==> config.mk <==
export PLATFORM = sky130hd
export DESIGN_NAME = video_unit_register_port_and_timing
export DESIGN_NICKNAME = d
export VERILOG_FILES = /design/src/sv/vurpt_pkg.sv /design/src/sv/video_unit_register_port_and_timing.sv
export SDC_FILE = /design/constraint.sdc
export NUM_CORES = 1
export LEC_CHECK = 0
export ABC_CLOCK_PERIOD_IN_PS = 3500
export BUFFER_PORTS_ARGS = -buffer_cell sky130_fd_sc_hd__clkbuf_2
export CAP_MARGIN = 20
export CORE_MARGIN = 2
export CORE_UTILIZATION = 55
export CTS_BUF_LIST = sky130_fd_sc_hd__clkbuf_8
export CTS_CLUSTER_SIZE = 28
export DETAILED_ROUTE_END_ITERATION = 6
export PLACE_DENSITY = 0.78
export SYNTH_ARGS = -nofsm -noshare
export SYNTH_HDL_FRONTEND = slang
export SYNTH_SLANG_ARGS = --single-unit
==> constraint.sdc <==
create_clock -name i_clk -period 3.5 [get_ports i_clk]
set_clock_uncertainty 0.15 [all_clocks]
set_input_delay 0.7 -clock i_clk [delete_from_list [all_inputs] [get_ports i_clk]]
set_output_delay 0.7 -clock i_clk [all_outputs]
set_load 0.02 [all_outputs]
==> src/sv/vurpt_pkg.sv <==
`timescale 1ns / 1ps
// ----------------------------------------------------------------------------
// vurpt_pkg - shared types and constants of the video register port
// Codes for stream items, register numbers, frame timing constants and the
// packed layouts of the input and result transfers.
// ----------------------------------------------------------------------------
package vurpt_pkg;

    // Stream widths
    localparam int unsigned S_TDATA_W = 24;
    localparam int unsigned S_TUSER_W = 5;
    localparam int unsigned M_TDATA_W = 40;

    // Item kinds carried in tuser
    localparam logic [1:0] ACT_TICK  = 2'd0;
    localparam logic [1:0] ACT_READ  = 2'd1;
    localparam logic [1:0] ACT_PEEK  = 2'd2;
    localparam logic [1:0] ACT_WRITE = 2'd3;

    // Register numbers in the eight-register window
    localparam logic [2:0] REG_CTRL   = 3'd0;
    localparam logic [2:0] REG_MASK   = 3'd1;
    localparam logic [2:0] REG_STATUS = 3'd2;
    localparam logic [2:0] REG_SPRADR = 3'd3;
    localparam logic [2:0] REG_SPRDAT = 3'd4;
    localparam logic [2:0] REG_SCROLL = 3'd5;
    localparam logic [2:0] REG_ADDR   = 3'd6;
    localparam logic [2:0] REG_DATA   = 3'd7;

    // Frame timing
    localparam logic [9:0] DOTS_PER_LINE   = 10'd341;
    localparam logic [8:0] VBLANK_LINE     = 9'd241;
    localparam logic [8:0] LINES_PER_FRAME = 9'd262;

    // Video address handling
    localparam logic [14:0] PALETTE_START = 15'h3F00;
    localparam logic [14:0] STEP_WIDE     = 15'd32;
    localparam logic [14:0] STEP_NARROW   = 15'd1;

    // Control register bits
    localparam int unsigned CTRL_STEP_BIT = 2;
    localparam int unsigned CTRL_NMI_BIT  = 7;

    // Input tdata, lowest field last in the declaration
    typedef struct packed {
        logic [7:0] vram_read_data;
        logic [7:0] tick_cycles;
        logic [7:0] write_data;
    } t_item;

    // Input tuser
    typedef struct packed {
        logic [2:0] reg_index;
        logic [1:0] action;
    } t_kind;

    // Result tdata
    typedef struct packed {
        logic [5:0]  pad;
        logic        frame_done;
        logic        nmi_pulse;
        logic [7:0]  mem_write_data;
        logic        mem_write_en;
        logic [14:0] mem_addr;
        logic [7:0]  read_data;
    } t_result;

endpackage

==> src/sv/video_unit_register_port_and_timing.sv <==
`timescale 1ns / 1ps
// ----------------------------------------------------------------------------
// video_unit_register_port_and_timing - processor register port and timing
// Eight-register window of a picture unit (control, mask, status, scroll,
// address, data) plus the dot / scanline / frame counters.
//
//   channel  dir  handshake                  payload
//   s        in   i_s_tvalid / o_s_tready    i_s_tdata, i_s_tuser
//   m        out  o_m_tvalid / i_m_tready    o_m_tdata
//
// One item is taken per cycle unless a stall on m backs up the input register.
// A transfer loads the input register; the result register loads from it when
// empty or taken, and o_m_tvalid is the result register's valid flag.
// All register state is updated as an item moves from the input register
// into the result register, so the next item already sees it.
// Reset clears all register state and both valid flags.
// A stall on m holds the result register; the input register still fills,
// then o_s_tready drops until the result is taken.
// ----------------------------------------------------------------------------
module video_unit_register_port_and_timing (
    input  logic                             i_clk,
    input  logic                             i_rst_n,
    input  logic                             i_s_tvalid,
    output logic                             o_s_tready,
    // [7:0] write_data, [15:8] tick_cycles, [23:16] vram_read_data
    input  logic [vurpt_pkg::S_TDATA_W-1:0] i_s_tdata,
    // [1:0] action, [4:2] reg_index
    input  logic [vurpt_pkg::S_TUSER_W-1:0] i_s_tuser,
    output logic                             o_m_tvalid,
    input  logic                             i_m_tready,
    // [7:0] read_data, [22:8] mem_addr, [23] mem_write_en,
    // [31:24] mem_write_data, [32] nmi_pulse, [33] frame_done, [39:34] zero
    output logic [vurpt_pkg::M_TDATA_W-1:0] o_m_tdata
);
    import vurpt_pkg::*;

    // Pipeline registers
    logic    r_in_valid;
    t_item   r_in_data;
    t_kind   r_in_kind;
    logic    r_out_valid;
    t_result r_out_data;

    // Architectural state (status keeps only its vblank bit; bits 6:5 read as
    // zero and a read fills bits 4:0 from the read buffer). Fine x scroll has no
    // visible use without rendering and is not kept.
    logic [7:0]  r_ctrl,   n_ctrl;
    logic [7:0]  r_mask,   n_mask;
    logic        r_vblank, n_vblank;
    logic [7:0]  r_rbuf,   n_rbuf;
    logic        r_toggle, n_toggle;
    logic [14:0] r_vaddr,  n_vaddr;
    logic [14:0] r_staged, n_staged;
    logic [9:0]  r_dot,    n_dot;
    logic [8:0]  r_line,   n_line;

    t_result     n_out;
    logic        w_out_adv;
    logic        w_in_adv;
    logic [10:0] w_dot_sum;
    logic [9:0]  w_dot_wrap;
    logic [8:0]  w_line_inc;
    logic [14:0] w_step;
    logic [14:0] w_vaddr_inc;
    logic [7:0]  w_status;

    // Handshake: result register moves when empty or taken
    assign w_out_adv  = !r_out_valid || i_m_tready;
    assign w_in_adv   = r_in_valid && w_out_adv;
    assign o_s_tready = !r_in_valid || w_out_adv;
    assign o_m_tvalid = r_out_valid;
    assign o_m_tdata  = r_out_data;

    // Shared arithmetic
    assign w_dot_sum   = {1'b0, r_dot} + {3'b000, r_in_data.tick_cycles};
    assign w_dot_wrap  = w_dot_sum[9:0];
    assign w_line_inc  = r_line + 9'd1;
    assign w_step      = r_ctrl[CTRL_STEP_BIT] ? STEP_WIDE : STEP_NARROW;
    assign w_vaddr_inc = r_vaddr + w_step;
    assign w_status    = {r_vblank, 7'b0000000};

    // Decode one item: result fields and next state
    always_comb begin
        n_ctrl   = r_ctrl;
        n_mask   = r_mask;
        n_vblank = r_vblank;
        n_rbuf   = r_rbuf;
        n_toggle = r_toggle;
        n_vaddr  = r_vaddr;
        n_staged = r_staged;
        n_dot    = r_dot;
        n_line   = r_line;
        n_out    = '0;

        case (r_in_kind.action)
            ACT_TICK: begin
                n_dot = w_dot_wrap;
                if (w_dot_wrap >= DOTS_PER_LINE) begin
                    n_dot  = w_dot_wrap - DOTS_PER_LINE;
                    n_line = w_line_inc;
                    if (w_line_inc == VBLANK_LINE) begin
                        n_vblank        = 1'b1;
                        n_out.nmi_pulse = r_ctrl[CTRL_NMI_BIT];
                    end
                    if (w_line_inc >= LINES_PER_FRAME) begin
                        n_vblank         = 1'b0;
                        n_line           = '0;
                        n_out.frame_done = 1'b1;
                    end
                end
            end
            ACT_READ: begin
                if (r_in_kind.reg_index == REG_STATUS) begin
                    n_out.read_data = {w_status[7:5], r_rbuf[4:0]};
                    n_vblank        = 1'b0;
                    n_toggle        = 1'b0;
                end else if (r_in_kind.reg_index == REG_DATA) begin
                    n_out.mem_addr  = r_vaddr;
                    n_rbuf          = r_in_data.vram_read_data;
                    n_out.read_data = (r_vaddr < PALETTE_START) ? r_rbuf
                                                                : r_in_data.vram_read_data;
                    n_vaddr         = w_vaddr_inc;
                end
            end
            ACT_PEEK: begin
                case (r_in_kind.reg_index)
                    REG_CTRL:   n_out.read_data = r_ctrl;
                    REG_MASK:   n_out.read_data = r_mask;
                    REG_STATUS: n_out.read_data = w_status;
                    default:    n_out.read_data = '0;
                endcase
            end
            ACT_WRITE: begin
                case (r_in_kind.reg_index)
                    REG_CTRL: begin
                        n_ctrl          = r_in_data.write_data;
                        n_staged[11:10] = r_in_data.write_data[1:0];
                    end
                    REG_MASK: begin
                        n_mask = r_in_data.write_data;
                    end
                    REG_SCROLL: begin
                        // First transfer: coarse x; second: coarse y and fine y
                        if (!r_toggle) begin
                            n_staged[4:0] = r_in_data.write_data[7:3];
                            n_toggle      = 1'b1;
                        end else begin
                            n_staged[9:5]   = r_in_data.write_data[7:3];
                            n_staged[14:12] = r_in_data.write_data[2:0];
                            n_toggle        = 1'b0;
                        end
                    end
                    REG_ADDR: begin
                        // First transfer: high six bits; second: low byte and load
                        if (!r_toggle) begin
                            n_staged[13:8] = r_in_data.write_data[5:0];
                            n_staged[14]   = 1'b0;
                            n_toggle       = 1'b1;
                        end else begin
                            n_staged[7:0] = r_in_data.write_data;
                            n_vaddr       = {r_staged[14:8], r_in_data.write_data};
                            n_toggle      = 1'b0;
                        end
                    end
                    REG_DATA: begin
                        n_out.mem_addr       = r_vaddr;
                        n_out.mem_write_en   = 1'b1;
                        n_out.mem_write_data = r_in_data.write_data;
                        n_vaddr              = w_vaddr_inc;
                    end
                    default: begin
                        // drop writes to the sprite and status registers
                    end
                endcase
            end
            default: begin
            end
        endcase
    end

    // Input register: take a transfer whenever the slot frees up
    always_ff @(posedge i_clk) begin
        if (!i_rst_n) begin
            r_in_valid <= 1'b0;
        end else if (o_s_tready) begin
            r_in_valid <= i_s_tvalid;
        end
    end

    always_ff @(posedge i_clk) begin
        if (o_s_tready && i_s_tvalid) begin
            r_in_data <= t_item'(i_s_tdata);
            r_in_kind <= t_kind'(i_s_tuser);
        end
    end

    // Result register: load on advance, hold while stalled
    always_ff @(posedge i_clk) begin
        if (!i_rst_n) begin
            r_out_valid <= 1'b0;
        end else if (w_out_adv) begin
            r_out_valid <= r_in_valid;
        end
    end

    always_ff @(posedge i_clk) begin
        if (w_in_adv) begin
            r_out_data <= n_out;
        end
    end

    // Register state: commit as the item leaves the input register
    always_ff @(posedge i_clk) begin
        if (!i_rst_n) begin
            r_ctrl   <= '0;
            r_mask   <= '0;
            r_vblank <= 1'b0;
            r_rbuf   <= '0;
            r_toggle <= 1'b0;
            r_vaddr  <= '0;
            r_staged <= '0;
            r_dot    <= '0;
            r_line   <= '0;
        end else if (w_in_adv) begin
            r_ctrl   <= n_ctrl;
            r_mask   <= n_mask;
            r_vblank <= n_vblank;
            r_rbuf   <= n_rbuf;
            r_toggle <= n_toggle;
            r_vaddr  <= n_vaddr;
            r_staged <= n_staged;
            r_dot    <= n_dot;
            r_line   <= n_line;
        end
    end

endmodule

==> flow_summary.yaml <==
pwr:
  intPower_mw: 2.40
  power_frac_comb_pct: 10.4
  swShare_pct: 26.2
  p_clk_share_pct: 37.5
  peakVddDrop_mv: 0.266
  seq_power_share_pct: 52.1
  power_mw: 3.26
  p_leak_nw: 3.14
  pwr_density_cell_nw_per_um2: 412
  power.switching_mw: 0.854
clock_tree:
  ctsHtreeMaxLevel: 4
  clock_tree.root_cell: "clkbuf_8"
  clock_latency_ns: 0.44
  clockBufferDepth: 2
  cts_tree: "built"
  hold_buffers: 0
  clkTransAtPathRegs_ns: 0.08
  cts_num_sinks: 132
  numCtsBuffers: 17
place:
  hpwl_mm: 11.3
  io_buffers: 68
  placed_area_um2: 7440
  gp_congestion: 0.909
routing:
  wl_per_cell_um: 16.8
  wl_mm: 16.1
  vias_per_cell: 5.97
  ant_nets: 0
  num_vias: 5729
  dr.pass1.iters: 5
  drtIter0Drc: 461
  post-route-drc-count: 0
grt:
  use_met2_pct: 39.7
  grt.met1_usage_pct: 31.8
  grt_pass1_wl_mm: 26.1
  top_usage_layer: "met2"
  grt_pass1_vias: 5373
  grt_use_total_pct: 24.4
  grt_util_met3_pct: 4.63
  antenna_found_initial: 0
  gr-total-overflow: 0
  grt_start_max_net_pins: 37
synthesis:
  synthArstFlopShare_pct: 0
  synth-compound-area-share_pct: 17.5
  synth_top_cell_area_share_pct: 26.9
  synth_cells: 723
  synth_edf_count: 63
  synth_xor_area_share_pct: 2.06
  avgSynthCellArea_um2: 9.74
  synthDistinctLibCells: 78
  synth_fa_ha_area_share_pct: 3.98
  synthSimpleGateAreaFrac_pct: 19.5
  netlist_area_um2: 7040
  synth.area.top_cells: "edfxtp_1 27%, dfxtp_1 20%, mux2i_1 5.8%"
  synth_top_area_cell: "edfxtp_1"
  ys_seq_area_share_pct: 46.5
  synth_top_family_by_area: "simple AND/OR/NAND/NOR gates"
  synth_warnings: 0
  synth_flop_cell: "dfxtp_1"
  muxShareOfSynthArea_pct: 5.99
  ys_seq_elements: 132
timing:
  finalHoldViolations: 0
  worst_pin_slew_ns: 0.846
  period_minus_slack_ns: 3.33
  setup_violations: 0
  timing.slew.headroom_pct: 43.3
  final-max-slew-violation-count: 0
  fmax_mhz: 300
  finalCritPeriodShare_pct: 95.2
worst_setup_path:
  cp.required_ns: 3.70
  crit_path_start_kind: "flop"
  reg2regPathDepth: 8
  slowest_stage: "or4b_1"
  criticalPathCategory: "flop to flop"
  cpPeakStageDelay_ns: 0.54
  arrival_ns: 3.53
  cp-end-kind: "flop"
  path_cells: "ha_1 -> fa_1 -> a21oi_1 -> o2111ai_1 -> xor2_2 -> a311oi_4 -> or4b_1 -> a21oi_1"
  cpMostUsedCell: "a21oi_1"
  crit_path_max_fanout: 7
finish:
  nNetsFinal: 828
  fin_area_um2: 7900
  drive_gt1_share_pct: 17.7
  diodes: 0
  syn_to_final_growth_pct: 12.2
floorplanning:
  initial_utilization_pct: 56.0
  core_um2: 12600
  io_pins: 75
  rows: 41
  dieArea_um2: 13700
  die_h_um: 117
  die_w_um: 117
min_path:
  whs_path_depth: 1
  hold_class: "input port to flop"
job:
  max-cap-violations: 0
run_status:
  run_status: "completed"
==> final cells by class <==
cell class              instances  area [µm²]
well taps                     172         215
fillers                      1009        4670
clock inverters                15         139
multi-input cells             529        3550
repair buffers                 83         453
inverters                      11        41.3
flip-flops and latches        132        3270
clock buffers                  17         234
==> cell usage after synthesis, types with 10 or more instances <==
master / instances
a21oi_1: 38
a31oi_1: 13
and2_1: 26
and3_1: 17
clkbuf_1: 39
dfxtp_1: 69
edfxtp_1: 63
ha_1: 20
inv_1: 10
mux2i_1: 41
nand2_1: 45
nand3_1: 23
nand3b_1: 10
nor2_1: 84
nor2b_1: 20
nor3_1: 11
o21ai_0: 28
==> cells in the final DEF, fill, tap and decap left out, types with 8 or more instances in the layout <==
master    count
o21ai_0      27
and3_1       17
nand2_1      44
mux2i_1      41
and2_1       26
nor2_1       84
ha_1         20
buf_4        15
nand3b_1     10
edfxtp_1     63
inv_1        11
dfxtp_1      69
nand3_1      22
nor3_1       11
o311ai_0      9
a21oi_1      38
a31oi_1      13
nor2b_1      18
xnor2_1       8
clkbuf_2     68
clkbuf_8     17
==> cell families (layout without fill, tap and decap cells) <==
family,after synthesis,after routing
adder cells (fa/ha/maj),22,22
buffers and inverters,68,126
flip-flops,132,132
AO/OA/AOI/OAI,174,175
XOR/XNOR,14,14
multiplexers,42,42
AND/OR/NAND/NOR,270,270
other,1,6
==> what timing repair did <==
item	in CTS	in global routing
resized for setup	2	8
gates cloned	0	1
buffers inserted	2	1
pin swaps	1	4
setup endpoints to repair	9	17
==> power by group through the flow <==
| stage | clock [mW] | combinational [mW] | sequential (mW) |
|---|---|---|---|
| floorplan | 0 | 0.225 | 1.74 |
| global placement | 0 | 0.307 | 1.73 |
| detailed placement | 0 | 0.316 | 1.73 |
| CTS | 1.24 | 0.322 | 1.70 |
| global route | 1.32 | 0.371 | 1.70 |
| finish | 1.22 | 0.338 | 1.70 |
==> stage by stage <==
step / worst slack, ns / std cells / hold WS (ns) / util, % / setup TNS (ns)
floorplan: 0.358 / 728 / 0.293 / - / 0
global placement: 0.134 / 923 / 0.306 / 59.2 / 0
detailed placement: -0.0840 / 923 / 0.312 / 59.2 / -0.430
CTS: 0.000761 / 957 / 0.260 / 62.4 / 0
global route: -0.00110 / 959 / 0.250 / 62.9 / -0.00110
finish: 0.167 / 959 / 0.280 / 62.9 / 0
==> critical path: cells and delay by family, from the launching register on <==
family | cells | cell delay (ns)
adders and majority gates | 2 | 0.76
xor gates and xnor gates | 1 | 0.47
AOI/OAI and AO/OA | 4 | 0.94
and+or+nand+nor | 1 | 0.54
DFF | 1 | 0.37
==> routing by layer <==
layer / vias to the layer above / wire (µm)
li1: 2774 / -
met1: 2731 / 7050
met2: 197 / 7790
met3: 27 / 911
met4: 0 / 357
met5: - / 0
==> flip-flops by register name (all words and copies together), names as in the netlist <==
register and flops:
r_staged 7, o_m_tdata 34, o_m_tvalid 1, r_dot 10, r_mask 8, r_in_valid 1
r_toggle 1, r_ctrl 8, r_vblank 1, r_vaddr 15, r_line 9, r_rbuf 8
r_in_kind 5, r_in_data 24
==> final timing paths <==
| check | from | end | slack, ns |
|---|---|---|---|
| max | r_in_data[8]$_DFFE_PP_ | r_line[1]$_SDFFE_PN0P_ | 0.17 |
| min | i_s_tdata[6] | r_in_data[6]$_DFFE_PP_ | 0.28 |
| max reg2reg | r_in_data[8]$_DFFE_PP_ | r_line[1]$_SDFFE_PN0P_ | 0.17 |
| min reg2reg | r_staged[14]$_SDFFE_PN0P_ | r_staged[14]$_SDFFE_PN0P_ | 0.33 |
Power figures use the tool's default switching activity.
